[config.mk]
export PLATFORM = sky130hd
export DESIGN_NAME = bit_plane_weighted_xor_popcount_core
export DESIGN_NICKNAME = d
export VERILOG_FILES = /design/src/rtl/bpwx_pkg.sv /design/src/rtl/bit_plane_weighted_xor_popcount_core.sv /design/src/rtl/bpwx_lane.sv /design/src/rtl/bpwx_merge.sv
export SDC_FILE = /design/constraint.sdc
export NUM_CORES = 2
export LEC_CHECK = 0
export ABC_AREA = 1
export BUFFER_PORTS_ARGS = -buffer_cell sky130_fd_sc_hd__buf_2
export CELL_PAD_IN_SITES_DETAIL_PLACEMENT = 1
export CELL_PAD_IN_SITES_GLOBAL_PLACEMENT = 1
export CORE_UTILIZATION = 43
export CTS_CLUSTER_SIZE = 10
export DETAILED_ROUTE_END_ITERATION = 8
export GPL_TIMING_DRIVEN = 0
export HOLD_SLACK_MARGIN = 0.05
export PLACE_DENSITY = 0.87
export SYNTH_ARGS = -nofsm -noshare
export SYNTH_HDL_FRONTEND = slang
export SYNTH_HIERARCHICAL = 1
export SYNTH_SLANG_ARGS = --single-unit
[constraint.sdc]
create_clock -name clock -period 19.7 [get_ports clock]
set_clock_uncertainty 0.15 [all_clocks]
set_input_delay 1.97 -clock clock [delete_from_list [all_inputs] [get_ports clock]]
set_output_delay 1.97 -clock clock [all_outputs]
set_load 0.02 [all_outputs]
[src/rtl/bpwx_pkg.sv]
// shared types, constants and a byte popcount function for the bit plane weighted xor popcount core
package bpwx_pkg;

   localparam int unsigned WORD_W      = 64;
   localparam int unsigned BYTE_COUNT  = 8;
   localparam int unsigned PLANE_FIELDS = 8;
   localparam int unsigned COUNT_W     = 7;
   localparam int unsigned SCORE_W     = 32;
   localparam int unsigned CFG_W       = 4;
   localparam logic [CFG_W-1:0] PLANE_COUNT_RESET = 4'd8;

   typedef logic [COUNT_W-1:0] lane_count_type;
   typedef logic [SCORE_W-1:0] score_type;

   typedef struct packed {
      logic valid;
      logic last;
   } stage_ctrl_type;

   // ones in one byte
   function automatic logic [3:0] byte_ones(input logic [7:0] b);
      logic [3:0] n;
      n = 4'd0;
      for (int i = 0; i < 8; i++) begin
         n = n + {3'd0, b[i]};
      end
      return n;
   endfunction

endpackage

[src/rtl/bit_plane_weighted_xor_popcount_core.sv]
// top level: plane lanes side by side feeding the merging stage
// path: the last item of a vector passes the lane register, then the result register that holds the score
// throughput: one item per cycle unless a last item waits, set by the lane register and the merging adder
// a last item waits in the lane register only while an earlier score is still untaken
// reset (synchronous, active high) clears the running sum and valids, plane count to 8
module bit_plane_weighted_xor_popcount_core
   import bpwx_pkg::*;
#(
   parameter int unsigned MAX_PLANES = 8
) (
   input  logic             clock,
   input  logic             reset,
   input  logic             csr_valid,
   output logic             csr_ready,
   input  logic [CFG_W-1:0] csr_plane_count,
   input  logic             req_valid,
   output logic             req_ready,
   input  logic [WORD_W-1:0] req_vector_word,
   input  logic [WORD_W-1:0] req_query_plane_0,
   input  logic [WORD_W-1:0] req_query_plane_1,
   input  logic [WORD_W-1:0] req_query_plane_2,
   input  logic [WORD_W-1:0] req_query_plane_3,
   input  logic [WORD_W-1:0] req_query_plane_4,
   input  logic [WORD_W-1:0] req_query_plane_5,
   input  logic [WORD_W-1:0] req_query_plane_6,
   input  logic [WORD_W-1:0] req_query_plane_7,
   input  logic [3:0]       req_valid_bytes,
   input  logic             req_last_item,
   output logic             rsp_valid,
   input  logic             rsp_ready,
   output logic [SCORE_W-1:0] rsp_score
);

   logic [CFG_W-1:0]      plane_count_ff, plane_count_in;
   stage_ctrl_type        stage_ff, stage_in;
   logic                  take;
   logic                  accept;
   logic [BYTE_COUNT-1:0] byte_enable;
   logic [WORD_W-1:0]     plane_words [PLANE_FIELDS];
   lane_count_type        counts [MAX_PLANES];

   assign csr_ready      = 1'b1;
   assign plane_count_in = (csr_valid && csr_ready) ? csr_plane_count : plane_count_ff;

   assign plane_words[0] = req_query_plane_0;
   assign plane_words[1] = req_query_plane_1;
   assign plane_words[2] = req_query_plane_2;
   assign plane_words[3] = req_query_plane_3;
   assign plane_words[4] = req_query_plane_4;
   assign plane_words[5] = req_query_plane_5;
   assign plane_words[6] = req_query_plane_6;
   assign plane_words[7] = req_query_plane_7;

   always_comb begin
      for (int b = 0; b < BYTE_COUNT; b++) begin
         byte_enable[b] = (4'(b) < req_valid_bytes);
      end
   end

   assign req_ready = !stage_ff.valid || take;
   assign accept    = req_valid && req_ready;

   always_comb begin
      stage_in = stage_ff;
      if (take) begin
         stage_in.valid = 1'b0;
      end
      if (accept) begin
         stage_in.valid = 1'b1;
         stage_in.last  = req_last_item;
      end
   end

   always_ff @(posedge clock) begin
      if (reset) begin
         plane_count_ff <= PLANE_COUNT_RESET;
         stage_ff       <= '0;
      end else begin
         plane_count_ff <= plane_count_in;
         stage_ff       <= stage_in;
      end
   end

   for (genvar k = 0; k < MAX_PLANES; k++) begin : g_lane
      bpwx_lane u_lane (
         .clock       (clock),
         .load        (accept),
         .active      (4'(k) < plane_count_ff),
         .vector_word (req_vector_word),
         .plane_word  (plane_words[k]),
         .byte_enable (byte_enable),
         .count       (counts[k])
      );
   end

   bpwx_merge #(
      .MAX_PLANES (MAX_PLANES)
   ) u_merge (
      .clock     (clock),
      .reset     (reset),
      .stage     (stage_ff),
      .counts    (counts),
      .take      (take),
      .rsp_ready (rsp_ready),
      .rsp_valid (rsp_valid),
      .rsp_score (rsp_score)
   );

endmodule

[src/rtl/bpwx_lane.sv]
// one plane lane: masked xor against the vector word and popcount, zero when inactive, registered
module bpwx_lane
   import bpwx_pkg::*;
(
   input  logic                  clock,
   input  logic                  load,
   input  logic                  active,
   input  logic [WORD_W-1:0]     vector_word,
   input  logic [WORD_W-1:0]     plane_word,
   input  logic [BYTE_COUNT-1:0] byte_enable,
   output lane_count_type        count
);

   lane_count_type count_ff;
   lane_count_type count_in;
   logic [WORD_W-1:0] diff;

   assign diff = vector_word ^ plane_word;

   always_comb begin
      count_in = '0;
      for (int b = 0; b < BYTE_COUNT; b++) begin
         if (byte_enable[b]) begin
            count_in = count_in + COUNT_W'(byte_ones(diff[b*8 +: 8]));
         end
      end
      if (!active) begin
         count_in = '0;
      end
   end

   always_ff @(posedge clock) begin
      if (load) begin
         count_ff <= count_in;
      end
   end

   assign count = count_ff;

endmodule

[src/rtl/bpwx_merge.sv]
// merging stage: weights lane counts, keeps the running sum and holds the result
module bpwx_merge
   import bpwx_pkg::*;
#(
   parameter int unsigned MAX_PLANES = 8
) (
   input  logic           clock,
   input  logic           reset,
   input  stage_ctrl_type stage,
   input  lane_count_type counts [MAX_PLANES],
   output logic           take,
   input  logic           rsp_ready,
   output logic           rsp_valid,
   output score_type      rsp_score
);

   score_type running_sum_ff, running_sum_in;
   score_type score_ff, score_in;
   logic      rsp_valid_ff, rsp_valid_in;
   score_type weighted;
   score_type total;
   logic      slot_free;

   always_comb begin
      weighted = '0;
      for (int k = 0; k < MAX_PLANES; k++) begin
         weighted = weighted + (SCORE_W'(counts[k]) << k);
      end
   end

   assign total     = running_sum_ff + weighted;
   assign slot_free = !rsp_valid_ff || rsp_ready;
   assign take      = stage.valid && (!stage.last || slot_free);

   always_comb begin
      running_sum_in = running_sum_ff;
      score_in       = score_ff;
      rsp_valid_in   = rsp_valid_ff && !rsp_ready;
      if (take) begin
         if (stage.last) begin
            running_sum_in = '0;
            score_in       = total;
            rsp_valid_in   = 1'b1;
         end else begin
            running_sum_in = total;
         end
      end
   end

   always_ff @(posedge clock) begin
      if (reset) begin
         running_sum_ff <= '0;
         rsp_valid_ff   <= 1'b0;
      end else begin
         running_sum_ff <= running_sum_in;
         rsp_valid_ff   <= rsp_valid_in;
      end
      score_ff <= score_in;
   end

   assign rsp_valid = rsp_valid_ff;
   assign rsp_score = score_ff;

endmodule
# --- Word-level counts from Yosys, hierarchy flattened ---
# Cells that the tools add are included.
# Widths: inputs -> output; s select.
word_totals:
  out_inout_bits: 35
  ff_bits: 127
op_classes:
  muxes: 69
  bitwise_logic: 8
  reduce_logical: 12
  n_lt_le_gt_ge: 16
  n_addsub: 512
op_table:
  columns: ["operator", "n"]
  rows:
  - ["$add 4x1->4", 384]
  - ["$xor 64x64->64", 8]
  - ["$mux 7", 56]
  - ["$add 7x4->7", 48]
  - ["$add 1x1->2", 64]
  - ["$add 4x4->5", 8]
  - ["$add 32x10->32", 1]
  - ["$add 32x11->32", 1]
  - ["$add 32x12->32", 1]
  - ["$add 32x13->32", 1]
  - ["$add 32x14->32", 1]
  - ["$add 32x32->32", 1]
  - ["$add 32x9->32", 1]
  - ["$lt 3x4->1 const A", 8]
  - ["$mux 32", 1]
  - ["$mux 4", 8]
  - ["$lt 1x4->1 const A", 4]
  - ["$lt 2x4->1 const A", 4]
  - ["$add 7x8->9", 1]
  - ["$logic_not 1->1", 4]
  - ["$logic_and 1x1->1", 3]
  - ["$logic_or 1x1->1", 3]
  - ["$mux 1", 3]
  - ["$mux 2", 1]
  - ["other kinds (2)", 2]

# --- Longest topological paths before layout ---
depth:
  depth_word: 23
  depth_mapped: 56
  depth_no_buf: 56

# --- Hierarchy ---
# Netlist, hierarchy kept.
modules_own_cells:
  columns: ["module", "area_each_um2", "n_inst", "cells_per_inst"]
  rows:
  - ["bpwx_lane (g_lane[0].u_lane ...)", 3523.4, 4, 455]
  - ["bpwx_lane (g_lane[6].u_lane ...)", 3638.5, 2, 452]
  - ["bpwx_merge", 5228.8, 1, 658]
  - ["bpwx_lane (g_lane[5].u_lane)", 3589.7, 1, 454]
  - ["bpwx_lane (g_lane[4].u_lane)", 3564.7, 1, 451]
  - ["bit_plane_weighted_xor_popcount_core", 335.3, 1, 52]

# --- Worst setup path before layout ---
# OpenSTA, ideal clock, no wires.
synth_path:
  path_type: "input port to flip-flop"
  start: "input req_query_plane_5[1]"
  end: "register g_lane[5].u_lane.count_ff[6] (data pin)"
  t_required_ps: 19296
  t_arrival_ps: 17093
  cell_stages: 52
  slack_ps: 2203
  cell_sequence: "xnor2_1 -> fa_1 -> fa_1 -> fa_1 -> inv_1 -> ha_1 -> nand2_1 -> fa_1 -> fa_1 -> fa_1 -> fa_1 -> o21ai_0 -> fa_1 -> inv_1 -> fa_1 -> fa_1 -> o21ai_2 -> fa_1 -> [... 16 more ...] -> fa_1 -> fa_1 -> o21ai_0 -> fa_1 -> inv_1 -> fa_1 -> inv_1 -> fa_1 -> inv_1 -> fa_1 -> nor2_1 -> o21ai_0 -> a21oi_1 -> nand3_1 -> nor2_2 -> nand2_1 -> nand2_1 -> nor2_2"
synth_via:
  elab_chain_cells: 23
synth_rtl:
  columns: ["item", "line_no", "text"]
  rows:
  - ["from (decl)", "bit_plane_weighted_xor_popcount_core.sv:24", "input logic [WORD_W-1:0] req_query_plane_5,"]
  - ["$xor 64x64->64 *", "bpwx_lane.sv:18", "assign diff = vector_word ^ plane_word;"]
  - ["$add 1x1->2 *", "bpwx_pkg.sv:25", "n = n + {3'd0, b[i]};"]
  - ["$add 4x1->4 * (6 in series)", "bpwx_pkg.sv:25", null]
  - ["$mux 4 *", "bpwx_lane.sv:23", "if (byte_enable[b]) begin"]
  - ["$add 4x4->5", "bpwx_lane.sv:24", "count_in = count_in + COUNT_W'(byte_ones(diff[b*8 +: 8]));"]
  - ["$mux 7 *", "bpwx_lane.sv:23", null]
  - ["$add 7x4->7", "bpwx_lane.sv:24", null]
  - ["$mux 7 *", "bpwx_lane.sv:23", null]
  - ["[... 2 more ...]", null, null]
  - ["$add 7x4->7", "bpwx_lane.sv:24", null]
  - ["$mux 7 *", "bpwx_lane.sv:23", null]
  - ["$add 7x4->7", "bpwx_lane.sv:24", null]
  - ["$mux 7 *", "bpwx_lane.sv:23", null]
  - ["$add 7x4->7", "bpwx_lane.sv:24", null]
  - ["$mux 7 *", "bpwx_lane.sv:23", null]
  - ["$add 7x4->7", "bpwx_lane.sv:24", null]
  - ["$mux 7 *", "bpwx_lane.sv:23", null]
  - ["to (signal assigned)", "bpwx_lane.sv:34", "count_ff <= count_in;"]
  - ["to (decl)", "bpwx_lane.sv:14", "lane_count_type count_ff;"]
# Every way passes the cells marked *; elsewhere a longest branch is shown, timed or not.
# A chain may end at the register's enable or synchronous reset.

# --- Worst setup path after layout ---
layout_path:
  start: "input req_vector_word[3]"
  end: "register g_lane[5].u_lane.count_ff[6] (data pin)"
layout_via:
  elab_chain_cells: 21
layout_rtl:
  columns: ["item", "line_no", "text"]
  rows:
  - ["from (decl)", "bit_plane_weighted_xor_popcount_core.sv:18", "input logic [WORD_W-1:0] req_vector_word,"]
  - ["$xor 64x64->64 *", "bpwx_lane.sv:18", null]
  - ["$add 4x1->4 * (5 in series)", "bpwx_pkg.sv:25", null]
  - ["$mux 4 *", "bpwx_lane.sv:23", null]
  - ["$add 4x4->5", "bpwx_lane.sv:24", null]
  - ["$mux 7 *", "bpwx_lane.sv:23", null]
  - ["$add 7x4->7", "bpwx_lane.sv:24", null]
  - ["$mux 7 *", "bpwx_lane.sv:23", null]
  - ["$add 7x4->7", "bpwx_lane.sv:24", null]
  - ["$mux 7 *", "bpwx_lane.sv:23", null]
  - ["$add 7x4->7", "bpwx_lane.sv:24", null]
  - ["$mux 7 *", "bpwx_lane.sv:23", null]
  - ["$add 7x4->7", "bpwx_lane.sv:24", null]
  - ["$mux 7 *", "bpwx_lane.sv:23", null]
  - ["$add 7x4->7", "bpwx_lane.sv:24", null]
  - ["$mux 7 *", "bpwx_lane.sv:23", null]
  - ["$add 7x4->7", "bpwx_lane.sv:24", null]
  - ["$mux 7 *", "bpwx_lane.sv:23", null]
# Marks and branches as above.

==> metrics.yaml <==
status: "complete, no violations"
insertion_delay_ps: 450
fin_setup_tns_ps: 0
cp_max_fo: 8
syn_avg_cell_area_um2: 7.86
fin_crit_sh_pct: 96.0
grt_antenna_before_repair: 25
synth_nets: 5684
postRouteAntennaNets: 0
cp-startpoint: "req_vector_word[3]"
cts_hold_buffers: 0
dpl.hpwl_um: 116000
start_util_pct: 43.7
maxCapViolations: 0
globalplace.congestion: 0.932
syn2layout_area_growth_pct: 15.1
arrival_ps: 18960
mostFrequentLayoutCells: "nand2_1 (925), inv_1 (678), buf_2 (627)"
endpoint_kind: "flop"
tightest_slew_ps: 1270
core_um2: 78000
rows: 102
cts_buffer_depth: 2
dpl_cell_area_um2: 38600
slew_headroom_pct: 15.2
final_area_um2: 39300
drtIter0Drc: 1468
met2_usage_pct: 57.2
synth.distinct_cells: 45
cts_resized: 0
ios: 625
fin_crit_ps: 18910
viasPerCell: 5.24
setup_viol: 0
grt.total_usage_pct: 32.0
critical_path_buf_inv_count: 10
portBuffers: 623
clkSinkCount: 127
r2r-start: "g_lane[6].u_lane/count[0]$_SDFFCE_PN0P_"
finalNetCount: 6331
cp-endpoint: "g_lane[5].u_lane/count[6]$_SDFFCE_PN0P_"
first_global_vias: 35400
wl_um: 129000
yosysWarnings: 6
reg2reg_depth: 17
fp.dieW_um: 284
syn_inst: 4339
timing.final.ws_setup_ps: 790
layout.cells.most_common: "nand2_1"
die_area_um2: 80400
cp_common_cell: "fa_1"
clock-root-buffer: "clkbuf_16"
cts_tree: "built"
ys_top_cells_by_area: "fa_1 (21%), ha_1 (15%), nand2_1 (10%)"
grt_pass1_wl_um: 197000
synth_seq_cells: 127
synth_top_area_share_pct: 20.8
use_met3_pct: 5.23
synth_top_area_cell: "fa_1"
clock.fmax_mhz: 52.9
critPathRequiredTime_ps: 19750
netlist_area_um2: 34100
top_usage_layer: "met2"
post_cts_buffers: 0
final_max_slew_viol_count: 0
wire_per_inst_um: 21.3
first_pass_iters: 5
drc: 0
via_count: 31700
worstHoldPathType: "flop to flop"
grt_setup_unrepaired: "false"
worstReg2RegEnd: "u_merge/rsp_score[22]$_DFFE_PP_"
r2r_slack_ps: 15230
cp_num_cells: 53
grt_max_degree: 41
drive_gt1_share_pct: 20.2
die_h_um: 284
use_met1_pct: 35.5
cp_top_family: "adder cells"
finalHoldViolations: 0
critical-path-max-stage-delay_ps: 580
dp_slack_ps: 316
ys_seq_area_share_pct: 10.0
crit_slowest_cell: "fa_1"
worst_setup_path_start_kind: "primary input"
worstSetupPathType: "primary input to flop"
gr-total-overflow: 0
cts_buffers: 17
h-tree-depth: 4
path_clk_slew_ps: 60
==> worst register-to-register path, cell delays in order (launching register included) <==
cell,delay (ps)
edfxtp_1,410
inv_1,90
fa_1,560
inv_1,50
fa_1,390
fa_1,510
inv_1,70
fa_1,500
inv_1,50
ha_1,380
nand2_1,90
nor2_1,180
nand3_1,100
nand3_1,230
nand2_1,130
nand2_1,80
nand2_1,70
and2_1,170
==> how the worst min path moves through the flow <==
stage                                               to  cells past startpoint                                    start
3_5_place_dp   u_merge/running_sum_ff[17]$_SDFFE_PP0P_                      2  u_merge/running_sum_ff[17]$_SDFFE_PP0P_
6_report       u_merge/running_sum_ff[14]$_SDFFE_PP0P_                      2  u_merge/running_sum_ff[14]$_SDFFE_PP0P_
2_1_floorplan  u_merge/running_sum_ff[11]$_SDFFE_PP0P_                      2  u_merge/running_sum_ff[11]$_SDFFE_PP0P_
5_1_grt         u_merge/running_sum_ff[0]$_SDFFE_PP0P_                      2   u_merge/running_sum_ff[0]$_SDFFE_PP0P_
4_1_cts        u_merge/running_sum_ff[17]$_SDFFE_PP0P_                      2  u_merge/running_sum_ff[17]$_SDFFE_PP0P_
3_3_place_gp    u_merge/running_sum_ff[0]$_SDFFE_PP0P_                      2   u_merge/running_sum_ff[0]$_SDFFE_PP0P_
==> cell families (layout without fill, tap and decap cells) <==
family                   Yosys count  after routing  synth area share, %
buffers and inverters            705           1365                 7.79
adder cells (fa/ha/maj)          755            755                 35.5
AND/OR/NAND/NOR                 1681           1681                 23.3
other                              1             20               0.0110
XOR/XNOR                         606            606                 15.6
flip-flops                       127            127                 10.0
AO/OA/AOI/OAI                    464            464                 7.70
==> cell usage after synthesis (all sizes together) <==
cell type  count
dfxtp         39
nor2         303
and3           2
nor3           2
xnor2        340
and2          24
inv          687
edfxtp        88
nand4          5
nand3b        19
conb           1
xor2         266
a21oi        173
o22ai          2
buf            6
clkinv         7
o21ai        245
ha           400
o211ai         4
o21bai         3
a211oi        23
clkbuf         5
nand2       1065
o21a           1
fa           355
a21boi         5
or2           24
nand3        237
a31oi          8
==> metal layers <==
| metal | part of all wire (%) | vias up |
|---|---|---|
| met5 | 0.055 | - |
| met4 | 7.0 | 12 |
| met3 | 5.6 | 397 |
| met2 | 49 | 979 |
| met1 | 38 | 15400 |
| li1 | - | 15000 |
==> per-stage QoR <==
step                      std cells  utilization, %  hold WS, ps
final                          6058            50.3          329
after CTS                      6039            50.3          332
after global routing           6045            50.3          353
after floorplan                4339               -          294
after detailed placement       6007            49.6          323
after global placement         6002            49.4          307
==> layout make-up <==
cell class / count / area (um2)
multi-input cells: 3507 / 28000
clock inverters: 9 / 83.8
well taps: 1040 / 1300
repair buffers: 628 / 3220
inverters: 694 / 2610
clock buffers: 23 / 478
diodes: 19 / 47.5
plain buffers: 11 / 50.0
flip-flops and latches: 127 / 3420
fillers: 9915 / 38700
==> registers in the layout, indices dropped and copies added, names as in the netlist <==
name / flops
u_merge/rsp_score: 32
u_merge/running_sum_ff: 32
u_merge/rsp_valid: 1
stage_ff: 2
plane_count_ff: 4
g_lane.u_lane/count: 56
Power is not shown: default switching activity piles up to over one toggle a cycle in this logic, so the estimate is an artifact.
